`config.mk`:
```
export PLATFORM = sky130hd
export DESIGN_NAME = substitution_decrypt_crib_match_core
export DESIGN_NICKNAME = d
export VERILOG_FILES = /design/src/sdcm_pkg.sv /design/src/sdcm_front.sv /design/src/sdcm_queue.sv /design/src/sdcm_back.sv /design/src/substitution_decrypt_crib_match_core.sv
export SDC_FILE = /design/constraint.sdc
export NUM_CORES = 1
export LEC_CHECK = 0
export BUFFER_PORTS_ARGS = -buffer_cell sky130_fd_sc_hd__buf_4
export CAP_MARGIN = 20
export CORE_MARGIN = 2
export CORE_UTILIZATION = 45
export CTS_CLUSTER_DIAMETER = 30
export DETAILED_ROUTE_END_ITERATION = 7
export PLACE_DENSITY = 0.66
export SLEW_MARGIN = 20
export SYNTH_ARGS = -nofsm -noshare
export SYNTH_HDL_FRONTEND = slang
export SYNTH_SLANG_ARGS = --single-unit
export TNS_END_PERCENT = 20
```
`constraint.sdc`:
```
create_clock -name clock -period 3 [get_ports clock]
set_input_delay 0.45 -clock clock [delete_from_list [all_inputs] [get_ports clock]]
set_output_delay 0.45 -clock clock [all_outputs]
set_load 0.02 [all_outputs]
```
`src/sdcm_pkg.sv`:
```
// package: types and constants shared by the crib match core
`timescale 1ns / 1ps
package sdcm_pkg;

   localparam int MAX_CODE_LEN = 14;
   localparam int WIN_DEPTH    = MAX_CODE_LEN - 1;
   localparam int NUM_CODES    = 3;
   localparam int KEY_WIDTH    = 40;
   localparam int CRIB_LEN_W   = $clog2(MAX_CODE_LEN + 1);
   localparam int QUEUE_DEPTH  = 2;
   localparam int QPTR_W       = $clog2(QUEUE_DEPTH);
   localparam int QCNT_W       = $clog2(QUEUE_DEPTH + 1);

   localparam logic [KEY_WIDTH-1:0] KEY_RESET = 40'h98_7654_3210;

   localparam logic [7:0] CHAR_A     = 8'h61;
   localparam logic [7:0] CHAR_J     = 8'h6A;
   localparam logic [7:0] ASCII_ZERO = 8'h30;

   localparam logic [NUM_CODES-1:0] ALL_CODES = {NUM_CODES{1'b1}};

   // cribs right justified: byte j is the char that sits j places before the newest
   localparam logic [8*MAX_CODE_LEN-1:0] CRIBS [NUM_CODES] = '{
      (8*MAX_CODE_LEN)'("9585:3179"),
      (8*MAX_CODE_LEN)'("6731:6331"),
      (8*MAX_CODE_LEN)'("5214:8140:8081")
   };
   localparam logic [CRIB_LEN_W-1:0] CRIB_LEN [NUM_CODES] = '{
      CRIB_LEN_W'(9), CRIB_LEN_W'(9), CRIB_LEN_W'(14)
   };

   typedef struct packed {
      logic [7:0] cipher_byte;
      logic       last_byte;
   } req_type;

   typedef struct packed {
      logic [7:0]           plain_byte;
      logic [NUM_CODES-1:0] codes_found;
      logic                 all_found;
      logic                 end_of_message;
   } rsp_type;

   typedef struct packed {
      logic [7:0] plain_byte;
      logic       last_byte;
   } qentry_type;

   typedef struct packed {
      logic full;
      logic empty;
   } qstatus_type;

endpackage

```
`src/sdcm_front.sv`:
```
// front end: key register, letter classification and substitution
`timescale 1ns / 1ps
module sdcm_front import sdcm_pkg::*; (
   input  logic                 clock,
   input  logic                 reset,
   input  logic                 req_valid,
   output logic                 req_stall,
   input  req_type              req_data,
   input  logic                 csr_valid,
   output logic                 csr_ready,
   input  logic [KEY_WIDTH-1:0] csr_data,
   input  qstatus_type          q_status,
   output logic                 q_push,
   output qentry_type           q_wdata
);

   logic [KEY_WIDTH-1:0] key_ff, key_in;
   logic                 is_letter;
   logic [7:0]           letter_off;
   logic [3:0]           digit;

   assign csr_ready = 1'b1;
   assign key_in    = (csr_valid && csr_ready) ? csr_data : key_ff;

   always_ff @(posedge clock) begin
      if (reset) begin
         key_ff <= KEY_RESET;
      end else begin
         key_ff <= key_in;
      end
   end

   always_comb begin
      is_letter  = (req_data.cipher_byte >= CHAR_A) && (req_data.cipher_byte <= CHAR_J);
      letter_off = req_data.cipher_byte - CHAR_A;
      digit      = key_ff[{letter_off[3:0], 2'b00} +: 4];
      q_wdata.last_byte  = req_data.last_byte;
      q_wdata.plain_byte = is_letter ? (ASCII_ZERO + {4'b0000, digit})
                                     : req_data.cipher_byte;
   end

   assign req_stall = q_status.full;
   assign q_push    = req_valid && !q_status.full;

endmodule

```
`src/sdcm_queue.sv`:
```
// short fifo between front and back
`timescale 1ns / 1ps
module sdcm_queue import sdcm_pkg::*; (
   input  logic        clock,
   input  logic        reset,
   input  logic        push,
   input  qentry_type  wdata,
   input  logic        pop,
   output qentry_type  rdata,
   output qstatus_type status
);

   qentry_type          entry_ff [QUEUE_DEPTH];
   logic [QPTR_W-1:0]   wr_ptr_ff, wr_ptr_in;
   logic [QPTR_W-1:0]   rd_ptr_ff, rd_ptr_in;
   logic [QCNT_W-1:0]   count_ff, count_in;

   always_comb begin
      wr_ptr_in = push ? QPTR_W'(wr_ptr_ff + 1'b1) : wr_ptr_ff;
      rd_ptr_in = pop  ? QPTR_W'(rd_ptr_ff + 1'b1) : rd_ptr_ff;
      count_in  = count_ff;
      if (push && !pop) begin
         count_in = QCNT_W'(count_ff + 1'b1);
      end else if (pop && !push) begin
         count_in = QCNT_W'(count_ff - 1'b1);
      end
   end

   always_ff @(posedge clock) begin
      if (reset) begin
         wr_ptr_ff <= '0;
         rd_ptr_ff <= '0;
         count_ff  <= '0;
      end else begin
         wr_ptr_ff <= wr_ptr_in;
         rd_ptr_ff <= rd_ptr_in;
         count_ff  <= count_in;
      end
   end

   always_ff @(posedge clock) begin
      if (push) begin
         entry_ff[wr_ptr_ff] <= wdata;
      end
   end

   assign rdata        = entry_ff[rd_ptr_ff];
   assign status.full  = (count_ff == QCNT_W'(QUEUE_DEPTH));
   assign status.empty = (count_ff == '0);

endmodule

```
`src/sdcm_back.sv`:
```
// back end: history window, crib compare, latched flags and output register
`timescale 1ns / 1ps
module sdcm_back import sdcm_pkg::*; (
   input  logic        clock,
   input  logic        reset,
   input  qstatus_type q_status,
   input  qentry_type  q_rdata,
   output logic        q_pop,
   output logic        rsp_valid,
   input  logic        rsp_stall,
   output rsp_type     rsp_data
);

   logic [WIN_DEPTH-1:0][7:0]    hist_ff, hist_in;
   logic [NUM_CODES-1:0]         flags_ff, flags_in;
   logic                         rsp_valid_ff, rsp_valid_in;
   rsp_type                      rsp_data_ff, rsp_data_in;
   logic [MAX_CODE_LEN-1:0][7:0] win;
   logic [NUM_CODES-1:0]         hit;
   logic [NUM_CODES-1:0]         flags_new;

   assign q_pop = !q_status.empty && (!rsp_valid_ff || !rsp_stall);

   // window with the incoming byte at place 0
   assign win = {hist_ff, q_rdata.plain_byte};

   always_comb begin
      for (int k = 0; k < NUM_CODES; k++) begin
         hit[k] = 1'b1;
         for (int j = 0; j < MAX_CODE_LEN; j++) begin
            if ((j < int'(CRIB_LEN[k])) && (win[j] != CRIBS[k][8*j +: 8])) begin
               hit[k] = 1'b0;
            end
         end
      end
      flags_new = flags_ff | hit;
   end

   always_comb begin
      hist_in      = hist_ff;
      flags_in     = flags_ff;
      rsp_data_in  = rsp_data_ff;
      rsp_valid_in = rsp_valid_ff && rsp_stall;
      if (q_pop) begin
         rsp_valid_in               = 1'b1;
         rsp_data_in.plain_byte     = q_rdata.plain_byte;
         rsp_data_in.codes_found    = flags_new;
         rsp_data_in.all_found      = (flags_new == ALL_CODES);
         rsp_data_in.end_of_message = q_rdata.last_byte;
         if (q_rdata.last_byte) begin
            hist_in  = '0;
            flags_in = '0;
         end else begin
            hist_in  = win[WIN_DEPTH-1:0];
            flags_in = flags_new;
         end
      end
   end

   always_ff @(posedge clock) begin
      if (reset) begin
         hist_ff      <= '0;
         flags_ff     <= '0;
         rsp_valid_ff <= 1'b0;
      end else begin
         hist_ff      <= hist_in;
         flags_ff     <= flags_in;
         rsp_valid_ff <= rsp_valid_in;
      end
   end

   always_ff @(posedge clock) begin
      rsp_data_ff <= rsp_data_in;
   end

   assign rsp_valid = rsp_valid_ff;
   assign rsp_data  = rsp_data_ff;

endmodule

```
`src/substitution_decrypt_crib_match_core.sv`:
```
// top level: substitution decrypt with latched crib search
//
//  channel | direction | handshake              | payload
//  --------+-----------+------------------------+---------------------------
//  req     | in        | req_valid / req_stall  | req_data  (req_type)
//  rsp     | out       | rsp_valid / rsp_stall  | rsp_data  (rsp_type)
//  csr     | in        | csr_valid / csr_ready  | csr_data  (40-bit key map)
//
//  one item per cycle sustained while rsp_stall is low; an accepted item is written
//  to the queue, then popped into the back end output register, from which it shows on rsp
//  rate is set by the back end window update, one queue pop per cycle while rsp is not stalled
//  reset is synchronous: key returns to the identity map, window and flags clear
//  rsp_stall holds the output register; the two-entry queue absorbs the front
//  req_stall rises only when the queue is full
`timescale 1ns / 1ps
module substitution_decrypt_crib_match_core import sdcm_pkg::*; (
   input  logic                 clock,
   input  logic                 reset,
   // input byte channel
   input  logic                 req_valid,
   output logic                 req_stall,
   input  req_type              req_data,
   // result channel
   output logic                 rsp_valid,
   input  logic                 rsp_stall,
   output rsp_type              rsp_data,
   // key register write channel
   input  logic                 csr_valid,
   output logic                 csr_ready,
   input  logic [KEY_WIDTH-1:0] csr_data
);

   // queue hookup between front and back
   logic        q_push;
   logic        q_pop;
   qentry_type  q_wdata;
   qentry_type  q_rdata;
   qstatus_type q_status;

   // front: holds the key and substitutes letters a..j by their digit
   sdcm_front u_front (
      .clock     (clock),
      .reset     (reset),
      .req_valid (req_valid),
      .req_stall (req_stall),
      .req_data  (req_data),
      .csr_valid (csr_valid),
      .csr_ready (csr_ready),
      .csr_data  (csr_data),
      .q_status  (q_status),
      .q_push    (q_push),
      .q_wdata   (q_wdata)
   );

   // decoupling queue: lets the front keep taking items while rsp stalls, until the queue is full
   sdcm_queue u_queue (
      .clock  (clock),
      .reset  (reset),
      .push   (q_push),
      .wdata  (q_wdata),
      .pop    (q_pop),
      .rdata  (q_rdata),
      .status (q_status)
   );

   // back: shifts the plain byte into the window, compares cribs, latches
   // flags, and clears the window and the flags after the last byte of a message
   sdcm_back u_back (
      .clock     (clock),
      .reset     (reset),
      .q_status  (q_status),
      .q_rdata   (q_rdata),
      .q_pop     (q_pop),
      .rsp_valid (rsp_valid),
      .rsp_stall (rsp_stall),
      .rsp_data  (rsp_data)
   );

endmodule

```
==> impl_metrics.env <==
export IMPL_hold_start="req_data[6]"
export IMPL_cpPeakStageDelay_ps=610
export IMPL_min_path_type="primary input to register"
export IMPL_cp_top_family="simple AND/OR/NAND/NOR gates"
export IMPL_start_util_pct=46.4
export IMPL_hold_buffers=0
export IMPL_syn_inst=668
export IMPL_core_area_um2=15300
export IMPL_cp_arrival_ps=2900
export IMPL_ys_types=47
export IMPL_port_buffers=68
export IMPL_cp_start_kind="register"
export IMPL_period_needed_ps=2620
export IMPL_worst_pin_slew_ps=903
export IMPL_post_drt_via_cell_ratio=5.62
export IMPL_dieHeight_um=130
export IMPL_synth_ff_type="dfxtp_1"
export IMPL_max_clock_freq_mhz=382
export IMPL_cp_required_ps=3280
export IMPL_drt_pass1_iterations=5
export IMPL_num_nets_final=766
export IMPL_wl_per_cell_um=17.6
export IMPL_run_status="completed"
export IMPL_synth_top_area_share_pct=43.1
export IMPL_setup_viol_count_final=0
export IMPL_finClkSkew_ps=9.87
export IMPL_rsz0062_at_grt="no"
export IMPL_cts_buffers=17
export IMPL_place_area_um2=7770
export IMPL_die_area_um2=16800
export IMPL_grt_overflow=0
export IMPL_drc=0
export IMPL_p_per_area_nw_per_um2=787
export IMPL_antenna_found_initial=0
export IMPL_drt_initial_drc_count=456
export IMPL_cts_setup_buffers=0
export IMPL_syn_nets=726
export IMPL_cts_tree="done"
export IMPL_num_rows=45
export IMPL_finalHoldViolCount=0
export IMPL_design_area_um2=8380
export IMPL_synth_area_leaders="dfxtp_1 43%, edfxtp_1 13%, a22oi_1 11%, nor2_1 7.3%, mux2i_1 6.5%"
export IMPL_end_kind="register"
export IMPL_netlist_area_um2=7110
export IMPL_grt_pass1_vias=5074
export IMPL_drive_gt1_share_pct=17.3
export IMPL_grt_pass1_wl_mm=26.3
export IMPL_synth_largest_area_cell="dfxtp_1"
export IMPL_ys_seq_area_share_pct=56.2
export IMPL_cts_root_buf="clkbuf_16"
export IMPL_critPathBufInv=0
export IMPL_worstSetupPathType="register to register"
export IMPL_antenna_cells=0
export IMPL_clk_pin_slew_ps=70
export IMPL_cp_slowest_cell="dfxtp_1"
export IMPL_synth_edf_count=31
export IMPL_grt_max_degree=108
export IMPL_relSlewSlack_pct=39.6
export IMPL_cts_resized=0
export IMPL_dp_hpwl_mm=10.9
export IMPL_finalSetupTns_ps=0
export IMPL_cts_buffer_depth=2
export IMPL_track_usage_pct=20.3
export IMPL_synth_seq_cells=184
export IMPL_p_leak_nw=3.20
export IMPL_reg2reg_slack_ps=380
export IMPL_num_io_pins=70
export IMPL_dieWidth_um=130
export IMPL_postRouteAntennaNets=0
export IMPL_worst_skew_pair_late_latency_ps=430
export IMPL_syn_avg_cell_area_um2=10.6
export IMPL_place_congestion=0.816
export IMPL_cts_sinks=184
export IMPL_fin_crit_sh_pct=87.2
export IMPL_max_vdd_ir_drop_mv=0.555
export IMPL_cp_max_fo=13
export IMPL_synthToLayoutAreaGrowth_pct=17.9
export IMPL_wl_mm=16.4
export IMPL_maxCapViolCount=0
export IMPL_drv_slew=0
export IMPL_htreeDepth=4
export IMPL_vias=5236
export IMPL_crit_chain="mux2_2, or4_4, a2111oi_4, a31oi_1, nor3b_2"
export IMPL_yosysWarnings=0
export IMPL_async_flop_share_pct=0
## cells in the final DEF, fill, tap and decap left out, types with 4 or more instances in the layout
| master | Yosys | layout |
|---|---|---|
| a21oi_1 | 5 | 5 |
| a22oi_1 | 104 | 104 |
| buf_4 | 1 | 68 |
| clkbuf_16 | 0 | 19 |
| clkbuf_8 | 0 | 4 |
| dfxtp_1 | 153 | 153 |
| edfxtp_1 | 31 | 31 |
| ha_1 | 4 | 4 |
| inv_1 | 10 | 10 |
| mux2_2 | 9 | 9 |
| mux2i_1 | 46 | 46 |
| mux4_2 | 8 | 8 |
| nand2_1 | 24 | 24 |
| nand4_1 | 8 | 8 |
| nor2_1 | 139 | 138 |
| nor3_1 | 5 | 5 |
| nor4_1 | 6 | 6 |
| nor4b_1 | 9 | 9 |
| nor4bb_1 | 10 | 10 |
| o21ai_0 | 4 | 4 |
| xor2_1 | 5 | 5 |
## metal layers
layer	wire (µm)	share of wire [%]	vias up	GRT usage, %
li1	-	-	2530	-
met1	7420	45	2572	26.3
met2	8170	50	125	33.8
met3	711	4.3	9	5.17
met4	128	0.78	0	5.95
met5	0	0	-	0
## stage by stage
step | total power [W] | std cells | utilization, % | hold WS [ps] | worst slack (ps)
2_1_floorplan | 0.00387 | 668 | - | 436 | 181
3_3_place_gp | 0.00434 | 900 | 50.7 | 471 | 345
3_5_place_dp | 0.00438 | 900 | 50.7 | 464 | 249
4_1_cts | 0.00664 | 932 | 54.7 | 192 | 380
5_1_grt | 0.00689 | 932 | 54.7 | 196 | 222
6_report | 0.00660 | 932 | 54.7 | 211 | 383
## worst paths after layout
| kind | cells after the start | endpoint |
|---|---|---|
| setup / recovery | 5 | u_back.rsp_data[1] |
| hold reg to reg | 2 | u_front.key_ff[20] |
| hold / removal | 1 | u_queue.entry_ff[1][6] |
| setup reg to reg | 5 | u_back.rsp_data[1] |
## flip-flops by register name, indices dropped and copies added, names as in the netlist, named ones only
register / cells
u_back.hist_ff: 104
u_front.key_ff: 40
u_queue.entry_ff: 18
u_back.rsp_data: 13
u_back.flags_ff: 3
u_queue.count_ff: 2
u_back.rsp_valid: 1
u_queue.rd_ptr_ff: 1
u_queue.wr_ptr_ff: 1
## report_power, final
part | switching [W] | internal [W] | leakage (nW)
combinational | 0.000966 | 0.000452 | 1.36
sequential | 0.000155 | 0.00276 | 1.54
clock | 0.000928 | 0.00134 | 0.308
total | 0.00205 | 0.00455 | 3.20
## cell usage after synthesis (2+ instances only)
cell type,n
nor4_1,6
o32a_1,2
nor4b_1,9
a22oi_1,104
o21ai_0,4
and3b_1,2
and3_1,2
or4_1,2
nor2_1,139
xor2_1,5
o22a_1,2
nor3_1,5
a21oi_1,5
clkbuf_1,35
inv_1,10
ha_1,4
nand2b_1,2
dfxtp_1,153
nand2_1,24
mux2_2,9
and4b_1,3
buf_1,14
nand4b_1,2
edfxtp_1,31
nand4_1,8
nor2b_1,2
mux2i_1,46
nand3_1,2
a31oi_1,2
mux4_2,8
nor4bb_1,10
## area by class of cell
type	instances	area [µm²]
fillers	1341	6930
flip-flops and latches	184	3990
multi-input cells	424	2910
repair buffers	71	571
clock buffers	24	534
well taps	211	264
clock inverters	8	78.8
inverters	10	37.5
## kinds of logic (layout without fill, tap and decap cells)
group	Yosys count	in the layout	share of synthesized area, %
AO/OA/AOI/OAI	127	127	13.5
XOR/XNOR	6	6	0.739
adder cells (fa/ha/maj)	4	4	0.704
buffers and inverters	60	113	3.22
flip-flops	184	184	56.2
multiplexers	63	63	10.4
other	1	1	0.0527
AND/OR/NAND/NOR	223	223	15.2
## worst register-to-register path: stages (launching register included)
cell and delay, ps:
dfxtp_1 610, mux2_2 430, or4_4 550, a2111oi_4 460
a31oi_1 220, nor3b_2 210
No activity file was read; power rests on OpenSTA's default activity.
